[config.mk]
export PLATFORM = sky130hd
export DESIGN_NAME = tss_ram
export DESIGN_NICKNAME = d
export VERILOG_FILES = /design/src/design/tss_ram.sv
export SDC_FILE = /design/constraint.sdc
export NUM_CORES = 1
export LEC_CHECK = 0
export BUFFER_PORTS_ARGS = -buffer_cell sky130_fd_sc_hd__buf_4
export CAP_MARGIN = 20
export CORE_UTILIZATION = 40
export DETAILED_ROUTE_END_ITERATION = 10
export GPL_ROUTABILITY_DRIVEN = 0
export GPL_TIMING_DRIVEN = 1
export PLACE_DENSITY_LB_ADDON = 0.25
export SLEW_MARGIN = 20
export SYNTH_ARGS = -nofsm -noshare
export SYNTH_HDL_FRONTEND = slang
export SYNTH_SLANG_ARGS = --single-unit
export TNS_END_PERCENT = 20
[constraint.sdc]
create_clock -name clk -period 1.8 [get_ports clk]
set_clock_uncertainty 0.1 [all_clocks]
set_input_delay 0 -clock clk [delete_from_list [all_inputs] [get_ports clk]]
set_output_delay 0 -clock clk [all_outputs]
set_load 0.02 [all_outputs]
[src/design/tss_ram.sv]
// Generic single-port-write, single-port-read RAM with registered read data.
module tss_ram #(
  parameter int WIDTH = 8,
  parameter int DEPTH = 16
) (
  input  logic                     clk,
  input  logic                     wr_en,
  input  logic [$clog2(DEPTH)-1:0] wr_addr,
  input  logic [WIDTH-1:0]         wr_data,
  input  logic [$clog2(DEPTH)-1:0] rd_addr,
  output logic [WIDTH-1:0]         rd_data
);

  logic [WIDTH-1:0] mem [DEPTH];

  // Write port and registered read port
  always_ff @(posedge clk) begin
    if (wr_en) begin
      mem[wr_addr] <= wr_data;
    end
    rd_data <= mem[rd_addr];
  end

endmodule

# Yosys cells after proc, flatten, opt, wreduce, memory -nomap -nowiden
# Memories as Yosys holds them, arrays and structs flattened. A register that Yosys moved wholly into a read port is not among the register bits.
# Cells that the tools add are included.
[totals]
word_cells = 3
mem_count = 1
register_bits = 0
out_inout_bits = 8
in_bits = 18
mem_bits_rw = 128
[mem_list]
columns = ["name", "depth", "width", "read_ports", "rd_ports_with_merged_regs", "wr", "line_no", "source"]
rows = [
  ["mem", 16, 8, 1, 1, 1, "14", "logic [WIDTH-1:0] mem [DEPTH];"],
]
[op_classes]
muxes = 2
[ops]
columns = ["operator", "count"]
rows = [
  ["1-bit 2-to-1 mux", 2],
]

# Logic depth before layout (Yosys ltp)
# Gate-level depths: netlist of the first run.
[depth]
word_depth = 2
ltp_mapped = 5
ltp_nobuf = 3

# Worst setup path before layout of the first run
# Ideal clock, no wire load.
[synth_path]
path_type = "input to register"
from = "in wr_addr[2]"
to = "mem mem[0][0], enable pin"
t_arrival_ps = 1110
path_buffers = 0
required_time_ps = 1317
setup_time_ps = 383
setup_slack_ps = 207
stages = 2
cell_sequence = "or3b_2 > nor3_1"
[synth_rtl]
columns = ["item", "line_no", "source"]
rows = [
  ["start, declared", "8", "input logic [$clog2(DEPTH)-1:0] wr_addr,"],
  ["end, declared", "14", ""],
]
# No word-level cell before the write port.

==> impl_metrics.csv, run 1 <==
group,metric,value,unit
worst_setup_path,cp_max_fo,1,
clocking,tritoncts,"yes",
worst_setup_path,slowest_stage,"mux4_1",
flow_run,cap_violations,0,
die,fp.dieH,115,um
die,coreArea,12600,um2
power,power.leakage,2.16,nW
finish,final_area,6320,um2
synthesis,syn-instance-count,229,
sta,finalMaxSlewViolations,0,
die,num_rows,41,
sta,worst_slack,297,ps
clocking,cts_root_buffer,"clkbuf_16",
synthesis,synth.distinct_cells,19,
finish,drive_gt1_share,30.3,%
grt,grt_use_total,16.2,%
synthesis,yosysWarnings,0,
worst_setup_path,regToRegStartpoint,"mem[5][1]",
placement,hpwl,5880,um
clocking,post_cts_resized,0,
grt,grt_max_degree,33,
sta,relSlewSlack,68.6,%
worst_setup_path,arrival,1680,ps
sta,period_needed,1500,ps
clocking,path_clk_slew,50,ps
route,vias_per_cell,5.05,
power,ir_worst_vdd,0.866,mV
die,die_area,13300,um2
synthesis,syn_area,5150,um2
grt,antenna_found_initial,0,
worst_setup_path,cp_cell_sequence,"mux4_1 -> a22oi_1 -> nand2_1",
grt,use_met2,25.2,%
worst_setup_path,start_kind,"register",
grt,gr-total-overflow,0,
worst_setup_path,max_stage_delay,530,ps
route,antenna_left,0,
clocking,clock_sinks,136,
clocking,insertion_delay,410,ps
synthesis,synth_seq_cells,136,
run_status,status,"completed",
sta,worst_slew_pin_slew,472,ps
placement,place_ws,210,ps
worst_setup_path,critical_path_class,"reg -> reg",
route,first_iter_violations,134,
die,initial_utilization,41.0,%
placement,portBuffers,25,
sta,tns,0,ps
clocking,cts_buffers,17,
finish,post-route-util,50.3,%
grt,grt-busiest-layer,"met2",
grt,grt_pass1_vias,2412,
die,die_x,115,um
hold_path,min_path_type,"in -> reg",
finish,mostFrequentLayoutCell,"edfxtp_1",
worst_setup_path,cp_data_required_time,1980,ps
route,wl_per_cell,20.5,um
grt,grtUsageMet3,4.60,%
grt,grt_util_met1,22.0,%
worst_setup_path,reg2reg_depth,3,
finish,fillers,1013,
route,wirelength,9760,um
power,power_density,1190,nW/um2
sta,fmax,665,MHz
hold_path,whs_path_depth,3,
worst_setup_path,cp-end-kind,"register",
sta,finalHoldViolCount,0,
sta,fin_crit_sh,83.5,%
placement,dpl_cell_area,5630,um2
finish,layout_common_cells,"edfxtp_1, buf_4, mux4_2, clkbuf_16, a22oi_1",
sta,rsz0062_at_grt,"false",
route,vias,2406,
sta,worst_hold_slack,24.9,ps
synthesis,syn-num-nets,247,
route,first_pass_iters,4,
sta,final-setup-viol-count,0,
finish,area_growth,22.8,%
finish,fin_nets,309,
synthesis,avgSynthCellArea,22.5,um2
clocking,clock_path_buffers,2,
finish,num_antenna_cells,0,
die,pin_count,26,
synthesis,yosysSeqAreaShare,77.8,%
grt,grt_pass1_wl,14600,um
route,remaining_drc_errors,0,
clocking,htree_num_levels,4,
worst_setup_path,worstSetupStartpoint,"mem[5][1]",
hold_path,min_from,"wr_addr[0]",
clocking,post-cts-setup-buffers,0,
-- flip-flops by register name, summed over array words and instances, names as in the netlist --
name     flops
mem        128
rd_data      8
-- area by class of cell --
class,count,area (um2),share of cell area (%)
clock buffers,22,464,7.34
clock inverters,10,151,2.39
multi-input cells,83,1060,16.7
flip-flops and latches,136,4000,63.3
well taps,172,215,3.40
repair buffers,53,430,6.81
-- synthesized netlist by cell type --
| master | n | area share, % |
|---|---|---|
| mux4_1 | 14 | 7.1 |
| dfxtp_1 | 8 | 3.1 |
| and2_1 | 1 | 0.12 |
| nor3_1 | 4 | 0.39 |
| nor2b_1 | 1 | 0.12 |
| and2b_1 | 1 | 0.15 |
| clkdlybuf4s25_2 | 3 | 0.58 |
| buf_4 | 1 | 0.15 |
| nand2b_1 | 2 | 0.24 |
| edfxtp_1 | 128 | 75 |
| mux4_2 | 18 | 7.9 |
| nand3_1 | 1 | 0.097 |
| a22oi_1 | 16 | 2.3 |
| nand3b_1 | 2 | 0.29 |
| nand2_1 | 9 | 0.66 |
| or3b_2 | 1 | 0.17 |
| nor2_1 | 13 | 0.95 |
| buf_2 | 3 | 0.29 |
| buf_6 | 3 | 0.66 |
-- critical path, delay by kind of cell, from the launching register on --
| kind | cells | cell delay, ps |
|---|---|---|
| muxes | 1 | 530 |
| DFF | 1 | 350 |
| AOI/OAI and AO/OA | 1 | 310 |
| and+or+nand+nor | 1 | 100 |
-- power by group --
group,internal (mW),switching [mW],total [mW]
sequential,3.54,0.0212,3.56
combinational,0.175,0.206,0.381
clock,2.38,1.20,3.58
total,6.09,1.43,7.52
-- final timing paths --
path / to / slack (ps)
hold / removal: mem[12][6] / 20
hold reg to reg: rd_data[6] / 570
setup reg to reg: rd_data[1] / 300
setup / recovery: rd_data[1] / 300
-- logic make-up after synthesis --
group,synth area share [%]
AOI/OAI and AO/OA,2.33
buffers and inverters,1.68
DFF,77.8
muxes,15.0
and+or+nand+nor,3.18
-- timing repair --
| action | 4_1_cts | 5_1_grt |
|---|---|---|
| hold endpoints to repair | 128 | 0 |
| endpoints found under the setup margin | 0 | 0 |
| hold buffers | 8 | 0 |
-- stage by stage --
| step | total power, mW | std cells |
|---|---|---|
| 4_1_cts | 7.58 | 476 |
| 3_3_place_gp | 4.00 | 436 |
| 6_report | 7.52 | 476 |
| 5_1_grt | 7.72 | 476 |
| 3_5_place_dp | 4.00 | 436 |
| 2_1_floorplan | 3.83 | 229 |
-- layer usage --
| layer | up-vias | wire (um) |
|---|---|---|
| met5 | - | 0 |
| li1 | 1092 | - |
| met2 | 56 | 4750 |
| met3 | 10 | 421 |
| met4 | 0 | 125 |
| met1 | 1248 | 4470 |
Note: power is estimated with default switching activity, not from simulation.
==> run 2: changes to the inputs <==
==> constraint.sdc (replaced) <==
create_clock -name clk -period 1.32 [get_ports clk]
set_clock_uncertainty 0.1 [all_clocks]
set_input_delay 0 -clock clk [delete_from_list [all_inputs] [get_ports clk]]
set_output_delay 0 -clock clk [all_outputs]
set_load 0.02 [all_outputs]
==> run 2 against run 1 <==
Compared with the run above:
- the run now ends with setup timing left
- global-route usage up 0.68 points
- clock power up 31%
- via count up 3.1%
- total power up 35%
- worst hold slack better by 20 ps
- fmax up 11%
- critical path type unchanged
==> impl_metrics.csv, run 2 (same netlist as run 1, synthesis figures left out) <==
group,metric,value,unit
clocking,cts_buffers,17,
grt,antenna_found_initial,0,
finish,seqCellArea,4000,um2
worst_setup_path,critical_path_class,"reg -> reg",
finish,final_area,6450,um2
grt,grt_use_total,16.9,%
power,ir_worst_vdd,0.924,mV
worst_setup_path,cp_data_required_time,1510,ps
sta,final-setup-viol-count,8,
die,die_area,13300,um2
die,coreArea,12600,um2
finish,fin_nets,323,
grt,gr-total-overflow,0,
worst_setup_path,regToRegStartpoint,"mem[3][3]",
clocking,path_clk_slew,50,ps
worst_setup_path,rrSetupSlack,-30,ps
clocking,htree_num_levels,4,
placement,hpwl,6630,um
clocking,insertion_delay,410,ps
finish,num_antenna_cells,0,
power,fin_total_pwr,10.1,mW
placement,place_ws,-199,ps
sta,fin_crit_sh,103,%
worst_setup_path,crit_end,"rd_data[3]",
finish,drive_gt1_share,40.9,%
finish,largest_reg_flops,128,
finish,fillers,1023,
sta,fmax,739,MHz
finish,mostFrequentLayoutCell,"edfxtp_1",
worst_setup_path,arrival,1540,ps
finish,final_cells,490,
hold_path,min_path_type,"in -> reg",
finish,area_growth,25.3,%
flow_run,cap_violations,0,
power,power_density,1570,nW/um2
worst_setup_path,cp_max_fo,1,
die,num_rows,41,
route,vias,2480,
route,first_iter_violations,153,
sta,worst_hold_slack,44.7,ps
worst_setup_path,reg2reg_depth,3,
worst_setup_path,worstSetupStartpoint,"mem[3][3]",
grt,grt_pass1_vias,2571,
finish,reg.largest.list,"mem: 128 flops, rd_data: 8 flops",
placement,portBuffers,25,
route,wirelength,9940,um
clocking,tritoncts,"yes",
clocking,cts_root_buffer,"clkbuf_16",
finish,largest-register,"mem",
sta,period_needed,1350,ps
power,power.leakage,2.19,nW
route,first_pass_iters,4,
clocking,post-cts-setup-buffers,0,
clocking,clock_path_buffers,2,
worst_setup_path,r2r-end,"rd_data[3]",
clocking,clock_sinks,136,
worst_setup_path,start_kind,"register",
route,vias_per_cell,5.06,
placement,dp_cells,448,
run_status,violations,"setup timing",
route,antenna_left,0,
sta,worst_slew_pin_slew,855,ps
sta,relSlewSlack,42.9,%
placement,dpl_cell_area,5750,um2
sta,finalMaxSlewViolations,0,
grt,grt_pass1_wl,15300,um
sta,finalHoldViolCount,0,
route,remaining_drc_errors,0,
worst_setup_path,cp-end-kind,"register",
finish,multiInputGateArea,1070,um2
die,pin_count,26,
route,wl_per_cell,20.3,um
run_status,status,"finished, violations left",
sta,worst_slack,-33.3,ps
die,die_x,115,um
die,initial_utilization,41.0,%
grt,grt_max_degree,17,
die,fp.dieH,115,um
sta,rsz0062_at_grt,"true",
finish,layout_common_cells,"edfxtp_1, buf_4, mux4_2, clkbuf_16, nor2_1",
## run 2: cell count changes in the layout (fill, tap and decap cells not counted), sizes merged
cell / before / now
buf: 45 / 57
bufinv: 4 / 3
clkinv: 5 / 7
clkinvlp: 1 / 0
dlygate4sd3: 8 / 10
## run 2: cell type report
| cell class | instances | area share, % |
|---|---|---|
| sequential | 136 | 62.1 |
| multi-input combinational | 83 | 16.5 |
| timing repair buffer | 67 | 8.77 |
| clock buffer | 22 | 7.35 |
| tap | 172 | 3.34 |
| clock inverter | 10 | 1.92 |
## run 2: repair_timing
item                                    CTS  global route
pin swaps                                11             0
hold endpoints to repair                136             0
hold buffers                             10             0
resized for setup                        20             4
endpoints found under the setup margin    8            16
## run 2: how the worst min path moves through the flow
stage | to | cells after the start | slack [ps] | startpoint
floorplan | mem[0][0] | 0 | -1 | wr_data[0]
global placement | mem[6][5] | 1 | 210 | wr_data[5]
detailed placement | mem[7][5] | 1 | 220 | wr_data[5]
CTS | rd_data[6] | 4 | 40 | rd_addr[0]
global route | rd_data[6] | 4 | 60 | rd_addr[0]
finish | rd_data[6] | 4 | 40 | rd_addr[0]
## run 2: critical path, cell delays in order, from the launching register on
cell,delay [ps]
edfxtp_1,360
mux4_2,490
a22oi_2,210
nand2_1,70
## run 2: layer usage
metal / routed length (um) / share of wire (%) / GRT usage, % / vias to the layer above
met3: 424 / 4.3 / 3.92 / 7
met5: 0 / 0 / 0 / -
met2: 4890 / 49 / 25.8 / 73
li1: - / - / - / 1116
met1: 4520 / 45 / 23.0 / 1284
met4: 96 / 0.97 / 8.05 / 0
## run 2: report_power, final
group / leakage (nW) / internal, mW / total (mW) / switching [mW]
combinational: 0.663 / 0.284 / 0.589 / 0.305
sequential: 1.22 / 4.83 / 4.86 / 0.0295
clock: 0.301 / 3.09 / 4.68 / 1.59
## run 2: metrics by stage
step	util, %	setup TNS [ps]
3_3_place_gp	45.7	-2410
5_1_grt	51.3	-523
6_report	51.3	-155
2_1_floorplan	-	-1340
4_1_cts	51.2	-254
3_5_place_dp	45.7	-3330
